<file path="config.mk">
export PLATFORM = sky130hd
export DESIGN_NAME = row_rectangle_run_merger_top_flat
export DESIGN_NICKNAME = d
export VERILOG_FILES = /design/src/rrm_pkg.sv /design/src/rrm_shape_if.sv /design/src/rrm_front.sv /design/src/rrm_back.sv /design/src/rrm_out_queue.sv /design/src/row_rectangle_run_merger_top.sv /design/src/flat_wrapper.sv
export SDC_FILE = /design/constraint.sdc
export NUM_CORES = 1
export LEC_CHECK = 0
export BUFFER_PORTS_ARGS = -buffer_cell sky130_fd_sc_hd__buf_2
export CORE_MARGIN = 1
export CORE_UTILIZATION = 52
export CTS_CLUSTER_DIAMETER = 100
export DETAILED_ROUTE_END_ITERATION = 12
export GPL_TIMING_DRIVEN = 1
export HOLD_SLACK_MARGIN = 0.1
export PLACE_DENSITY = 0.7
export SLEW_MARGIN = 25
export SYNTH_ARGS = -nofsm -noshare
export SYNTH_HDL_FRONTEND = slang
export SYNTH_SLANG_ARGS = --single-unit
export TNS_END_PERCENT = 10
</file>
<file path="constraint.sdc">
create_clock -name i_clk -period 41.1 [get_ports i_clk]
set_input_delay 8.22 -clock i_clk [delete_from_list [all_inputs] [get_ports i_clk]]
set_output_delay 8.22 -clock i_clk [all_outputs]
set_load 0.03 [all_outputs]
</file>
<file path="src/rrm_pkg.sv">
// Shared types and constants of the row rectangle run merger.
// Used by the interfaces, the front, back and output queue modules and the top level.
`default_nettype none

package rrm_pkg;

    // default coordinate width
    localparam int COORD_BITS_DEF = 16;

    // queue depths, powers of two
    localparam int IQ_DEPTH = 2;
    localparam int OQ_DEPTH = 4;

    // shape kinds; code 3 is folded to KIND_OTHER at the front
    typedef enum logic [1:0] {
        KIND_SQUARE = 2'd0,
        KIND_LINE   = 2'd1,
        KIND_OTHER  = 2'd2
    } t_kind;

    // back to output queue: words written this cycle, word 0 first
    typedef struct packed {
        logic push0;
        logic push1;
    } t_oq_push;

    // output queue to back
    typedef struct packed {
        logic room2;
    } t_oq_stat;

endpackage

`default_nettype wire

</file>
<file path="src/rrm_shape_if.sv">
// Valid/ready channel interfaces for shape words entering and leaving the merger.
// Depends on rrm_pkg for the default coordinate width.
`default_nettype none

interface rrm_shape_in_if
    import rrm_pkg::*;
#(
    parameter int COORD_BITS = COORD_BITS_DEF
) ();
    logic                  valid;
    logic                  ready;
    logic [1:0]            kind;
    logic [COORD_BITS-1:0] start_x;
    logic [COORD_BITS-1:0] start_y;
    logic [COORD_BITS-1:0] width;
    logic [COORD_BITS-1:0] height;
    logic [COORD_BITS-1:0] end_x;
    logic [COORD_BITS-1:0] end_y;
    logic [7:0]            red;
    logic [7:0]            green;
    logic [7:0]            blue;
    logic                  last_in;

    modport source (
        output valid, kind, start_x, start_y, width, height, end_x, end_y,
               red, green, blue, last_in,
        input  ready
    );
    modport sink (
        input  valid, kind, start_x, start_y, width, height, end_x, end_y,
               red, green, blue, last_in,
        output ready
    );
endinterface

interface rrm_shape_out_if
    import rrm_pkg::*;
#(
    parameter int COORD_BITS = COORD_BITS_DEF
) ();
    logic                  valid;
    logic                  ready;
    logic [1:0]            out_kind;
    logic [COORD_BITS-1:0] out_start_x;
    logic [COORD_BITS-1:0] out_start_y;
    logic [COORD_BITS-1:0] out_width;
    logic [COORD_BITS-1:0] out_height;
    logic [COORD_BITS-1:0] out_end_x;
    logic [COORD_BITS-1:0] out_end_y;
    logic [7:0]            out_red;
    logic [7:0]            out_green;
    logic [7:0]            out_blue;
    logic                  out_last;

    modport source (
        output valid, out_kind, out_start_x, out_start_y, out_width, out_height,
               out_end_x, out_end_y, out_red, out_green, out_blue, out_last,
        input  ready
    );
    modport sink (
        input  valid, out_kind, out_start_x, out_start_y, out_width, out_height,
               out_end_x, out_end_y, out_red, out_green, out_blue, out_last,
        output ready
    );
endinterface

`default_nettype wire

</file>
<file path="src/rrm_front.sv">
// Front of the merger: accepts shape words, folds the kind, precomputes the
// saturated far corner and buffers classified words. Depends on rrm_pkg, rrm_shape_in_if.
`default_nettype none

module rrm_front
    import rrm_pkg::*;
#(
    parameter int COORD_BITS = COORD_BITS_DEF
) (
    input  wire logic             i_clk,
    input  wire logic             i_rst_n,
    rrm_shape_in_if.sink          i_shape,
    output logic                  o_item_valid,
    output logic [8*COORD_BITS+26:0] o_item,
    input  wire logic             i_item_ready
);
    localparam int C      = COORD_BITS;
    localparam int ITEM_W = 8 * C + 27;
    localparam int PW     = $clog2(IQ_DEPTH);
    localparam int CW     = $clog2(IQ_DEPTH + 1);
    localparam logic [CW-1:0] FULL = CW'(IQ_DEPTH);

    logic [ITEM_W-1:0] r_mem [IQ_DEPTH];
    logic [PW-1:0]     r_wr_ptr, n_wr_ptr;
    logic [PW-1:0]     r_rd_ptr, n_rd_ptr;
    logic [CW-1:0]     r_count,  n_count;

    t_kind             cls_kind;
    logic [C:0]        sum_x, sum_y;
    logic [C-1:0]      sq_end_x, sq_end_y;
    logic [ITEM_W-1:0] cls_item;
    logic              in_fire, out_fire;

    always_comb begin
        case (i_shape.kind)
            KIND_SQUARE: cls_kind = KIND_SQUARE;
            KIND_LINE:   cls_kind = KIND_LINE;
            default:     cls_kind = KIND_OTHER;
        endcase
    end

    // saturated right and bottom edge of the word seen as a square
    assign sum_x    = {1'b0, i_shape.start_x} + {1'b0, i_shape.width};
    assign sum_y    = {1'b0, i_shape.start_y} + {1'b0, i_shape.height};
    assign sq_end_x = sum_x[C] ? {C{1'b1}} : sum_x[C-1:0];
    assign sq_end_y = sum_y[C] ? {C{1'b1}} : sum_y[C-1:0];

    assign cls_item = {cls_kind, i_shape.start_x, i_shape.start_y, i_shape.width,
                       i_shape.height, i_shape.end_x, i_shape.end_y, sq_end_x, sq_end_y,
                       i_shape.blue, i_shape.green, i_shape.red, i_shape.last_in};

    assign i_shape.ready = (r_count != FULL);
    assign in_fire       = i_shape.valid && i_shape.ready;
    assign o_item_valid  = (r_count != '0);
    assign out_fire      = o_item_valid && i_item_ready;
    assign o_item        = r_mem[r_rd_ptr];

    always_comb begin
        n_wr_ptr = r_wr_ptr + PW'(in_fire);
        n_rd_ptr = r_rd_ptr + PW'(out_fire);
        n_count  = r_count + CW'(in_fire) - CW'(out_fire);
    end

    always_ff @(posedge i_clk) begin
        if (!i_rst_n) begin
            r_wr_ptr <= '0;
            r_rd_ptr <= '0;
            r_count  <= '0;
        end else begin
            r_wr_ptr <= n_wr_ptr;
            r_rd_ptr <= n_rd_ptr;
            r_count  <= n_count;
        end
    end

    always_ff @(posedge i_clk) begin
        if (in_fire) begin
            r_mem[r_wr_ptr] <= cls_item;
        end
    end

endmodule

`default_nettype wire

</file>
<file path="src/rrm_back.sv">
// Back of the merger: holds the pending shape, absorbs abutting squares and
// writes up to two result words per item. Depends on rrm_pkg.
`default_nettype none

module rrm_back
    import rrm_pkg::*;
#(
    parameter int COORD_BITS = COORD_BITS_DEF
) (
    input  wire logic                       i_clk,
    input  wire logic                       i_rst_n,
    input  wire logic                       i_item_valid,
    input  wire logic [8*COORD_BITS+26:0]   i_item,
    output logic                            o_item_ready,
    input  wire t_oq_stat                   i_oq_stat,
    output t_oq_push                        o_oq_push,
    output logic [6*COORD_BITS+26:0]        o_oq_data0,
    output logic [6*COORD_BITS+26:0]        o_oq_data1
);
    localparam int C     = COORD_BITS;
    localparam int OUT_W = 6 * C + 27;

    logic [1:0]   it_kind_raw;
    t_kind        it_kind;
    logic [C-1:0] it_sx, it_sy, it_w, it_h, it_ex, it_ey, it_sqx, it_sqy;
    logic [23:0]  it_col;
    logic         it_last;

    logic         r_held_valid;
    t_kind        r_kind,  n_kind;
    logic [C-1:0] r_sx, r_sy, r_w, r_h, r_ex, r_ey, r_sqx, r_sqy;
    logic [C-1:0] n_sx, n_sy, n_w, n_h, n_ex, n_ey, n_sqx, n_sqy;
    logic [23:0]  r_col, n_col;

    logic         item_fire, merge, emit_old, emit_flush;
    logic [C-1:0] held_end_col, held_rows;
    logic [OUT_W-1:0] old_word, flush_word;

    assign {it_kind_raw, it_sx, it_sy, it_w, it_h, it_ex, it_ey, it_sqx, it_sqy,
            it_col, it_last} = i_item;
    assign it_kind = t_kind'(it_kind_raw);

    assign o_item_ready = i_oq_stat.room2;
    assign item_fire    = i_item_valid && o_item_ready;

    // a square ends at its precomputed corner, a line at its stored end
    assign held_end_col = (r_kind == KIND_SQUARE) ? r_sqx : r_ex;
    assign held_rows    = (r_kind == KIND_SQUARE) ? r_h : r_w;

    assign merge = r_held_valid && (it_kind == KIND_SQUARE)
                && ((r_kind == KIND_SQUARE) || (r_kind == KIND_LINE))
                && (r_col == it_col) && (r_sy == it_sy)
                && (held_rows == it_h) && (held_end_col == it_sx);

    always_comb begin
        n_kind = r_kind;
        n_sx   = r_sx;
        n_sy   = r_sy;
        n_w    = r_w;
        n_h    = r_h;
        n_ex   = r_ex;
        n_ey   = r_ey;
        n_sqx  = r_sqx;
        n_sqy  = r_sqy;
        n_col  = r_col;
        if (merge) begin
            if (r_kind == KIND_SQUARE) begin
                n_kind = KIND_LINE;
                n_ey   = r_sqy;
                n_w    = r_h;
            end
            n_ex = it_sqx;
        end else begin
            n_kind = it_kind;
            n_sx   = it_sx;
            n_sy   = it_sy;
            n_w    = it_w;
            n_h    = it_h;
            n_ex   = it_ex;
            n_ey   = it_ey;
            n_sqx  = it_sqx;
            n_sqy  = it_sqy;
            n_col  = it_col;
        end
    end

    assign old_word   = {r_kind, r_sx, r_sy, r_w, r_h, r_ex, r_ey,
                         r_col[7:0], r_col[15:8], r_col[23:16], 1'b0};
    assign flush_word = {n_kind, n_sx, n_sy, n_w, n_h, n_ex, n_ey,
                         n_col[7:0], n_col[15:8], n_col[23:16], 1'b1};

    assign emit_old   = item_fire && r_held_valid && !merge;
    assign emit_flush = item_fire && it_last;

    always_comb begin
        o_oq_push.push0 = emit_old || emit_flush;
        o_oq_push.push1 = emit_old && emit_flush;
        o_oq_data0      = emit_old ? old_word : flush_word;
        o_oq_data1      = flush_word;
    end

    always_ff @(posedge i_clk) begin
        if (!i_rst_n) begin
            r_held_valid <= 1'b0;
        end else if (item_fire) begin
            r_held_valid <= !it_last;
        end
    end

    always_ff @(posedge i_clk) begin
        if (item_fire) begin
            r_kind <= n_kind;
            r_sx   <= n_sx;
            r_sy   <= n_sy;
            r_w    <= n_w;
            r_h    <= n_h;
            r_ex   <= n_ex;
            r_ey   <= n_ey;
            r_sqx  <= n_sqx;
            r_sqy  <= n_sqy;
            r_col  <= n_col;
        end
    end

    a_push_needs_item: assert property (@(posedge i_clk) disable iff (!i_rst_n)
        o_oq_push.push0 |-> (item_fire && i_oq_stat.room2))
        else $error("result word written without an accepted item");

    a_flush_clears: assert property (@(posedge i_clk) disable iff (!i_rst_n)
        (item_fire && it_last) |=> !r_held_valid)
        else $error("pending shape still held after flush");

    a_merge_is_line: assert property (@(posedge i_clk) disable iff (!i_rst_n)
        (item_fire && merge && !it_last) |=> (r_held_valid && (r_kind == KIND_LINE)))
        else $error("merged shape is not a pending line");

    a_merge_no_emit: assert property (@(posedge i_clk) disable iff (!i_rst_n)
        (item_fire && merge && !it_last) |-> !o_oq_push.push0)
        else $error("merge emitted a word");

endmodule

`default_nettype wire

</file>
<file path="src/rrm_out_queue.sv">
// Output queue of result words: up to two writes and one read per cycle.
// Depends on rrm_pkg for the push/status structs and depth.
`default_nettype none

module rrm_out_queue
    import rrm_pkg::*;
#(
    parameter int WIDTH = 6 * COORD_BITS_DEF + 27
) (
    input  wire logic             i_clk,
    input  wire logic             i_rst_n,
    input  wire t_oq_push         i_push,
    input  wire logic [WIDTH-1:0] i_data0,
    input  wire logic [WIDTH-1:0] i_data1,
    output t_oq_stat              o_stat,
    output logic                  o_valid,
    output logic [WIDTH-1:0]      o_data,
    input  wire logic             i_ready
);
    localparam int PW = $clog2(OQ_DEPTH);
    localparam int CW = $clog2(OQ_DEPTH + 1);
    localparam logic [CW-1:0] ROOM2_MAX = CW'(OQ_DEPTH - 2);

    logic [WIDTH-1:0] r_mem [OQ_DEPTH];
    logic [PW-1:0]    r_wr_ptr, n_wr_ptr;
    logic [PW-1:0]    r_rd_ptr, n_rd_ptr;
    logic [CW-1:0]    r_count,  n_count;
    logic             pop;

    assign o_valid      = (r_count != '0);
    assign o_data       = r_mem[r_rd_ptr];
    assign pop          = o_valid && i_ready;
    assign o_stat.room2 = (r_count <= ROOM2_MAX);

    always_comb begin
        n_wr_ptr = r_wr_ptr + PW'(i_push.push0) + PW'(i_push.push1);
        n_rd_ptr = r_rd_ptr + PW'(pop);
        n_count  = r_count + CW'(i_push.push0) + CW'(i_push.push1) - CW'(pop);
    end

    always_ff @(posedge i_clk) begin
        if (!i_rst_n) begin
            r_wr_ptr <= '0;
            r_rd_ptr <= '0;
            r_count  <= '0;
        end else begin
            r_wr_ptr <= n_wr_ptr;
            r_rd_ptr <= n_rd_ptr;
            r_count  <= n_count;
        end
    end

    always_ff @(posedge i_clk) begin
        if (i_push.push0) begin
            r_mem[r_wr_ptr] <= i_data0;
        end
        if (i_push.push1) begin
            r_mem[r_wr_ptr + PW'(1)] <= i_data1;
        end
    end

endmodule

`default_nettype wire

</file>
<file path="src/row_rectangle_run_merger_top.sv">
// Top level of the row rectangle run merger: front, back and output queue.
// Depends on rrm_pkg, rrm_shape_if, rrm_front, rrm_back, rrm_out_queue.
//
// Usage:
//   i_shape carries shape words (square, horizontal line, other) in valid/ready
//   form; a word is taken on a rising edge with valid and ready high. o_shape
//   carries result words the same way. One shape is held pending; an abutting
//   square of equal colour, row and height is absorbed into a pending square or
//   line, else the pending shape leaves. last_in flushes it (out_last = 1).
//   Path: the front queue registers the word, the back is combinational and
//   the output queue registers the result word.
//   Throughput: one input word and one result word per cycle unless stalled;
//   the back handles one word per cycle while the output queue has room for
//   two.
//   Reset (synchronous, i_rst_n low): both queues empty, nothing pending.
//   Receiver stall: the four-word output queue absorbs results; when fewer
//   than two slots are free the back holds, the two-word front queue fills,
//   and then i_shape.ready drops. No word is lost or repeated.
`default_nettype none

module row_rectangle_run_merger_top
    import rrm_pkg::*;
#(
    parameter int COORD_BITS = COORD_BITS_DEF
) (
    input  wire logic       i_clk,
    input  wire logic       i_rst_n,
    rrm_shape_in_if.sink    i_shape,
    rrm_shape_out_if.source o_shape
);
    localparam int ITEM_W = 8 * COORD_BITS + 27;
    localparam int OUT_W  = 6 * COORD_BITS + 27;

    // front to back: classified words
    logic              item_valid;
    logic              item_ready;
    logic [ITEM_W-1:0] item;

    // back to output queue
    t_oq_push          oq_push;
    t_oq_stat          oq_stat;
    logic [OUT_W-1:0]  oq_data0;
    logic [OUT_W-1:0]  oq_data1;
    logic [OUT_W-1:0]  head;

    rrm_front #(
        .COORD_BITS (COORD_BITS)
    ) u_front (
        .i_clk        (i_clk),
        .i_rst_n      (i_rst_n),
        .i_shape      (i_shape),
        .o_item_valid (item_valid),
        .o_item       (item),
        .i_item_ready (item_ready)
    );

    rrm_back #(
        .COORD_BITS (COORD_BITS)
    ) u_back (
        .i_clk        (i_clk),
        .i_rst_n      (i_rst_n),
        .i_item_valid (item_valid),
        .i_item       (item),
        .o_item_ready (item_ready),
        .i_oq_stat    (oq_stat),
        .o_oq_push    (oq_push),
        .o_oq_data0   (oq_data0),
        .o_oq_data1   (oq_data1)
    );

    rrm_out_queue #(
        .WIDTH (OUT_W)
    ) u_out_queue (
        .i_clk   (i_clk),
        .i_rst_n (i_rst_n),
        .i_push  (oq_push),
        .i_data0 (oq_data0),
        .i_data1 (oq_data1),
        .o_stat  (oq_stat),
        .o_valid (o_shape.valid),
        .o_data  (head),
        .i_ready (o_shape.ready)
    );

    // head word layout matches the back's packing
    assign {o_shape.out_kind, o_shape.out_start_x, o_shape.out_start_y,
            o_shape.out_width, o_shape.out_height, o_shape.out_end_x,
            o_shape.out_end_y, o_shape.out_red, o_shape.out_green,
            o_shape.out_blue, o_shape.out_last} = head;

endmodule

`default_nettype wire

</file>
<file path="src/flat_wrapper.sv">
// flat-port wrapper written by rule: the top's interface ports become plain ports
module row_rectangle_run_merger_top_flat import rrm_pkg::*;
#(
    parameter int COORD_BITS = COORD_BITS_DEF
)
  (i_clk, i_rst_n, i_shape_valid, i_shape_kind, i_shape_start_x, i_shape_start_y, i_shape_width, i_shape_height, i_shape_end_x, i_shape_end_y, i_shape_red, i_shape_green, i_shape_blue, i_shape_last_in, i_shape_ready, o_shape_valid, o_shape_out_kind, o_shape_out_start_x, o_shape_out_start_y, o_shape_out_width, o_shape_out_height, o_shape_out_end_x, o_shape_out_end_y, o_shape_out_red, o_shape_out_green, o_shape_out_blue, o_shape_out_last, o_shape_ready);
  rrm_shape_in_if #(.COORD_BITS(COORD_BITS)) i_shape_i ();
  rrm_shape_out_if #(.COORD_BITS(COORD_BITS)) o_shape_i ();
  input  wire logic i_clk;
  input  wire logic i_rst_n;
  input wire logic [$bits(i_shape_i.valid)-1:0] i_shape_valid;
  input wire logic [$bits(i_shape_i.kind)-1:0] i_shape_kind;
  input wire logic [$bits(i_shape_i.start_x)-1:0] i_shape_start_x;
  input wire logic [$bits(i_shape_i.start_y)-1:0] i_shape_start_y;
  input wire logic [$bits(i_shape_i.width)-1:0] i_shape_width;
  input wire logic [$bits(i_shape_i.height)-1:0] i_shape_height;
  input wire logic [$bits(i_shape_i.end_x)-1:0] i_shape_end_x;
  input wire logic [$bits(i_shape_i.end_y)-1:0] i_shape_end_y;
  input wire logic [$bits(i_shape_i.red)-1:0] i_shape_red;
  input wire logic [$bits(i_shape_i.green)-1:0] i_shape_green;
  input wire logic [$bits(i_shape_i.blue)-1:0] i_shape_blue;
  input wire logic [$bits(i_shape_i.last_in)-1:0] i_shape_last_in;
  output wire logic [$bits(i_shape_i.ready)-1:0] i_shape_ready;
  output wire logic [$bits(o_shape_i.valid)-1:0] o_shape_valid;
  output wire logic [$bits(o_shape_i.out_kind)-1:0] o_shape_out_kind;
  output wire logic [$bits(o_shape_i.out_start_x)-1:0] o_shape_out_start_x;
  output wire logic [$bits(o_shape_i.out_start_y)-1:0] o_shape_out_start_y;
  output wire logic [$bits(o_shape_i.out_width)-1:0] o_shape_out_width;
  output wire logic [$bits(o_shape_i.out_height)-1:0] o_shape_out_height;
  output wire logic [$bits(o_shape_i.out_end_x)-1:0] o_shape_out_end_x;
  output wire logic [$bits(o_shape_i.out_end_y)-1:0] o_shape_out_end_y;
  output wire logic [$bits(o_shape_i.out_red)-1:0] o_shape_out_red;
  output wire logic [$bits(o_shape_i.out_green)-1:0] o_shape_out_green;
  output wire logic [$bits(o_shape_i.out_blue)-1:0] o_shape_out_blue;
  output wire logic [$bits(o_shape_i.out_last)-1:0] o_shape_out_last;
  input wire logic [$bits(o_shape_i.ready)-1:0] o_shape_ready;
  assign i_shape_i.valid = i_shape_valid;
  assign i_shape_i.kind = i_shape_kind;
  assign i_shape_i.start_x = i_shape_start_x;
  assign i_shape_i.start_y = i_shape_start_y;
  assign i_shape_i.width = i_shape_width;
  assign i_shape_i.height = i_shape_height;
  assign i_shape_i.end_x = i_shape_end_x;
  assign i_shape_i.end_y = i_shape_end_y;
  assign i_shape_i.red = i_shape_red;
  assign i_shape_i.green = i_shape_green;
  assign i_shape_i.blue = i_shape_blue;
  assign i_shape_i.last_in = i_shape_last_in;
  assign i_shape_ready = i_shape_i.ready;
  assign o_shape_valid = o_shape_i.valid;
  assign o_shape_out_kind = o_shape_i.out_kind;
  assign o_shape_out_start_x = o_shape_i.out_start_x;
  assign o_shape_out_start_y = o_shape_i.out_start_y;
  assign o_shape_out_width = o_shape_i.out_width;
  assign o_shape_out_height = o_shape_i.out_height;
  assign o_shape_out_end_x = o_shape_i.out_end_x;
  assign o_shape_out_end_y = o_shape_i.out_end_y;
  assign o_shape_out_red = o_shape_i.out_red;
  assign o_shape_out_green = o_shape_i.out_green;
  assign o_shape_out_blue = o_shape_i.out_blue;
  assign o_shape_out_last = o_shape_i.out_last;
  assign o_shape_i.ready = o_shape_ready;
  row_rectangle_run_merger_top #(.COORD_BITS(COORD_BITS)) u_core (.i_clk(i_clk), .i_rst_n(i_rst_n), .i_shape(i_shape_i), .o_shape(o_shape_i));
endmodule
</file>
Word-level counts from Yosys, hierarchy flattened
Memories as Yosys holds them, arrays and structs flattened. A register that Yosys moved wholly into a read port is not among the register bits.
Index checks and enable logic that the tools add are counted.

cells by class
  magnitude comparators = 1
  multiplexer cells = 24
  bitwise gates (word level) = 1
  $add $sub $neg = 13
  reduce and logical (&&, ||, !) cells = 23
  equal/unequal tests = 7

operators by type and width
  kind                                                                               number
  16-bit two-way mux                                                                 11
  123-bit two-way mux                                                                1
  16-bit equality test                                                               3
  16-bit by 16-bit adder with 17-bit output                                          2
  24-bit equality test                                                               1
  24-bit two-way mux                                                                 1
  1-bit logical AND                                                                  13
  2-bit by 1-bit adder with 2-bit output                                             4
  1-bit two-way mux                                                                  7
  3-bit by 1-bit adder with 3-bit output                                             2
  2-bit zero test                                                                    3
  2-bit two-way mux                                                                  3
  2-bit by 1-bit equality test with 1-bit output (second input constant)             2
  2-bit one-hot mux with 2 select lines                                              1
  3-bit by 2-bit less-or-equal comparator with 1-bit output (second input constant)  1
  3-bit nonzero test                                                                 1
  3-bit by 1-bit subtractor with 3-bit output                                        1
  1-bit adder                                                                        2
  2-bit by 1-bit adder with 2-bit output (second input constant)                     1
  1-bit zero test                                                                    2
  1-bit logical OR                                                                   2
  2-bit inequality test (second input constant)                                      1
  2-bit AND reduction                                                                1
  2-bit nonzero test                                                                 1
  other kinds (2)                                                                    2

storage, ports and cells
  input bits = 127
  output and inout bits = 125
  memories = 2
  memory bits (writable) = 802
  word-level logic and storage cells = 88
  flip-flop bits (word level) = 166

memories
  memory                    depth  width  read ports  clocked after Yosys merged registers in  write ports  RTL line             RTL
  u_core.u_out_queue.r_mem  4      123    1           1                                        2            rrm_out_queue.sv:24  logic [WIDTH-1:0] r_mem [OQ_DEPTH];
  u_core.u_front.r_mem      2      155    1           1                                        1            rrm_front.sv:23      logic [ITEM_W-1:0] r_mem [IQ_DEPTH];

Longest topological paths before layout
  word-level depth = 13
  depth in mapped cells = 18
  gate-level depth less buffers = 14

Cells and area by module
Synthesis repeated with hierarchy kept, for this count alone.

unflattened totals
  cell total of the unflattened synthesis = 2863
  area, all modules = 47122.7 um^2

by module, submodules not included
  module         area an instance (um^2)  sequential area each (um^2)  instances  cells an instance
  rrm_out_queue  23919.2                  14914.3                      1          1231
  rrm_front      13036.3                  9409.0                       1          739
  rrm_back       10167.3                  4644.5                       1          893

Worst setup path before layout
OpenSTA, ideal clock, no wires.

  path kind = reg2reg
  start point = register u_core.u_out_queue.r_count[1]
  end point = memory u_core.u_out_queue.r_mem[3][100] (netlist bit), enable pin
  data required time = 40.311 ns
  period minus slack after synthesis = 13.880 ns
  path slack = 27.220 ns
  library setup time = 0.789 ns
  arrival = 13.091 ns
  stages on the path, launching flop included = 9
  path buffers = 0
  path through = dfxtp_1 > inv_1 > nor3_1 > o22ai_1 > inv_1 > nand2_1 > inv_1 > o21ai_0 > a21boi_0

RTL lines
  element                 RTL line             RTL
  from (decl)             rrm_out_queue.sv:27  logic [CW-1:0] r_count, n_count;
  from (signal assigned)  rrm_out_queue.sv:49  r_count <= n_count;
  to (decl)               rrm_out_queue.sv:24

==> results by group <==
Floorplan
  – Die span in x: 290 µm
  – Die area: 84000 µm²
  – I/O Pins: 252
  – Core area: 82100 µm²
  – Die Y: 290 µm
  – Core Rows: 105
  – Initial Utilization: 52.5%

Critical path
  – CP max stage delay: 0.80 ns
  – Slowest CP cell: buf_4
  – Cell count along the critical path: 4
  – Crit Path Category: register to output port
  – CP endpoint kind: output port
  – Crit-path cells: buf_4 > buf_4 > mux4_2 > buf_2
  – Cell count of the worst reg-to-reg path: 14
  – Worst Path Max Fanout: 39
  – Worst path most repeated cell: buf_4
  – Worst path top cell family by delay: buffers and inverters
  – Critical path buffer and inverter count: 3
  – Critical Path AT: 3.77 ns
  – Worst setup SP type: register
  – CP required: 32.88 ns

CTS
  – Cts bufs inserted: 101
  – Clk Latency, worst-skew pair: 0.68 ns
  – Post_cts resized: 0
  – Clock transition at path regs: 0.06 ns
  – CTS max path bufs: 3
  – CTS tree: done
  – Post-CTS Setup Repair Bufs: 0
  – H-tree lvl count: 3
  – Clock sink count: 969
  – Root Buffer Master: clkbuf_16
  – Hold_buf cts: 0

Global route
  – Met2 Use GR: 46.3%
  – Grt peak-use layer: met2
  – Initial antenna violation count: 15
  – Grt ovf: 0
  – GRT met1 Usage: 38.7%
  – First-pass GRT wire length: 179000 µm
  – Met3 Usage GRT: 5.32%
  – Total GRT Usage: 28.9%
  – Largest net degree at the start of global routing: 93
  – Vias in the first global route: 27.0k

Min path
  – Min-Delay Path Class: register to register
  – Hold path cells: 2

STA
  – Hold WS: 0.453 ns
  – Share of the clock period used by the worst path: 29.2%
  – Final hold vios: 0
  – Max-slew violations: 0
  – Fin Clk Skew: 0.0278 ns
  – RSZ-0062 raised after global routing: no
  – Worst-Margin Slew: 1.14 ns
  – Relative slew margins: 24.2%
  – Final setup viols: 0
  – Min cycle time layout: 11.99 ns
  – FMAX: 0.0834 GHz
  – Final TNS setup: 0 ns

Placed design
  – Post-DP HPWL: 75500 µm
  – Inst Count DP: 4179
  – RePlAce Congestion: 0.829
  – Port buffer count: 251

Pwr
  – Cell leakage power: 0.0164 µW
  – VDD IR max: 0.0000456 V
  – Tot Pwr: 3490 µW
  – Pwr dens: 71.1 nW/µm²

Logic synthesis
  – Post-Syn Area per Cell: 14.4 µm²
  – Dominant cell type by area after synthesis: edfxtp_1
  – Yosys top cell area share: 66.3%
  – Register area share after synthesis: 67.1%
  – Mapped cell area: 43100 µm²
  – Largest cells by area after synthesis: edfxtp_1 66%, mux4_2 6.4%, nand2_1 3.8%
  – Synth async-reset ratio: 0%
  – Post-Syn Nets: 3159
  – Post-synth EDFFs: 952
  – Post-synth top flop: edfxtp_1
  – Synth Instances: 2988
  – Seq cells post-synth: 969
  – Synth warnings: 0
  – Library cells used by synthesis: 61

Drt
  – Pre-antenna DRT Iters: 6
  – DRT Wirelength: 123000 µm
  – DRT iter0 DRCs: 3472
  – DR WL/cell: 28.1 µm
  – Via count: 27.6k
  – Detail Route Antenna Nets: 0
  – DRC: 0
  – Routed vias/inst: 6.29

Layout
  – Fillers: 6065
  – Final cell count without fillers: 4382
  – Commonest non-fill, non-tap cells in the layout: 952 x edfxtp_1, 433 x nand2_1, 251 x buf_2, 218 x o21ai_0, 197 x o21ai_1
  – Nets: 3385
  – Reg area: 28900 µm²
  – Fraction of layout cells with a size suffix above 1: 21.4%
  – Area delta synth->final: 13.9%
  – Commonest non-fill, non-tap cell in the layout: edfxtp_1
  – Area of the multi-input gates: 13100 µm²

Run
  – Max_cap viols: 0

Run status
  – Status: finished clean
path summary, 6_finish.rpt:
| path | startpoint | slack [ns] | end |
|---|---|---|---|
| worst max-delay path | u_core.u_out_queue.r_rd_ptr[0]$_SDFF_PN0_ | 29.11 | o_shape_out_end_y[14] |
| worst min-delay path | u_core.u_out_queue.r_mem[1][0]$_SDFFE_PP1P_ | 0.45 | u_core.u_out_queue.r_mem[1][0]$_SDFFE_PP1P_ |
| worst max register to register | register | 33.47 | u_core.u_out_queue.r_mem[3][1]$_DFFE_PP_ |
| worst min register to register | u_core.u_out_queue.r_mem[1][0]$_SDFFE_PP1P_ | 0.45 | u_core.u_out_queue.r_mem[1][0]$_SDFFE_PP1P_ |
cell families (layout without fill, tap and decap cells):
family / Yosys count / in the layout / synth area share [%]
mux: 341 / 341 / 11.9
flops: 969 / 969 / 67.1
fa+ha+maj: 44 / 44 / 1.36
xor+xnor: 89 / 89 / 1.81
compound gates: 652 / 652 / 9.23
simple gates: 594 / 594 / 5.68
buf+inv: 299 / 613 / 2.87
other cells: 0 / 10 / 0
layout make-up:
cell class              instances  area share, %
well taps                    1070           2.73
multi-input cells            1720           26.7
inverters                     121          0.935
clock buffers                 113           5.24
flip-flops and latches        969           58.9
repair buffers                301           3.62
diodes                         10         0.0510
clock inverters                78           1.79
sequential cells by signal (all words and copies together), names as in the netlist, 3 cells and up, named ones only:
name and flops:
u_core.u_back.r_ey 16, u_core.u_front.r_mem 310, u_core.u_back.r_h 16, u_core.u_back.r_sqy 16, u_core.u_back.r_w 16, u_core.u_back.r_ex 16, u_core.u_out_queue.r_mem 492, u_core.u_back.r_col 24
u_core.u_back.r_sx 16, u_core.u_back.r_sqx 16, u_core.u_back.r_sy 16, u_core.u_out_queue.r_count 3
per-layer routing:
metal	share of wire, %	vias to the layer above
met5	0.028	-
li1	-	11800
met1	38	13700
met2	48	1733
met3	9.6	249
met4	4.4	6
worst register-to-register path: stages (launching register included):
cell      delay (ns)
dfxtp_4         0.85
buf_12          0.68
mux2i_1         1.07
xnor2_1         0.32
nand4_1         0.22
nor3_1          0.06
nand4_1         0.16
buf_4           0.61
nand2_1         0.25
inv_2           0.21
o21ai_0         0.22
a21boi_4        0.60
buf_8           0.26
buf_4           0.60
buf_4           1.03
power breakdown:
part | total [µW] | switching (µW) | leakage (µW) | internal (µW)
sequential | 1460 | 127 | 0.00898 | 1340
clock | 947 | 397 | 0.00166 | 549
combinational | 1080 | 735 | 0.00574 | 346
total | 3490 | 1260 | 0.0164 | 2230
synth_stat cells, types with 20 or more instances:
cell,number
clkbuf_1,100
mux2_2,69
nand2_1,435
o21ai_0,218
mux4_2,123
edfxtp_1,952
o21ai_1,197
ha_1,39
o2bb2ai_1,128
buf_2,51
xor2_1,21
buf_1,20
nor2_1,67
xnor2_1,68
inv_1,120
a21oi_1,44
mux2i_1,131
metrics by stage:
step / setup slack, ns / util [%] / instance area [µm²]
after floorplan: 27.22 / - / 43100
after global placement: 29.60 / 55.3 / 45400
after detailed placement: 29.46 / 55.5 / 45500
after CTS: 29.01 / 59.7 / 49000
after global routing: 28.87 / 59.8 / 49100
final: 29.11 / 59.8 / 49100
No activity file was read; power rests on OpenSTA's default activity.
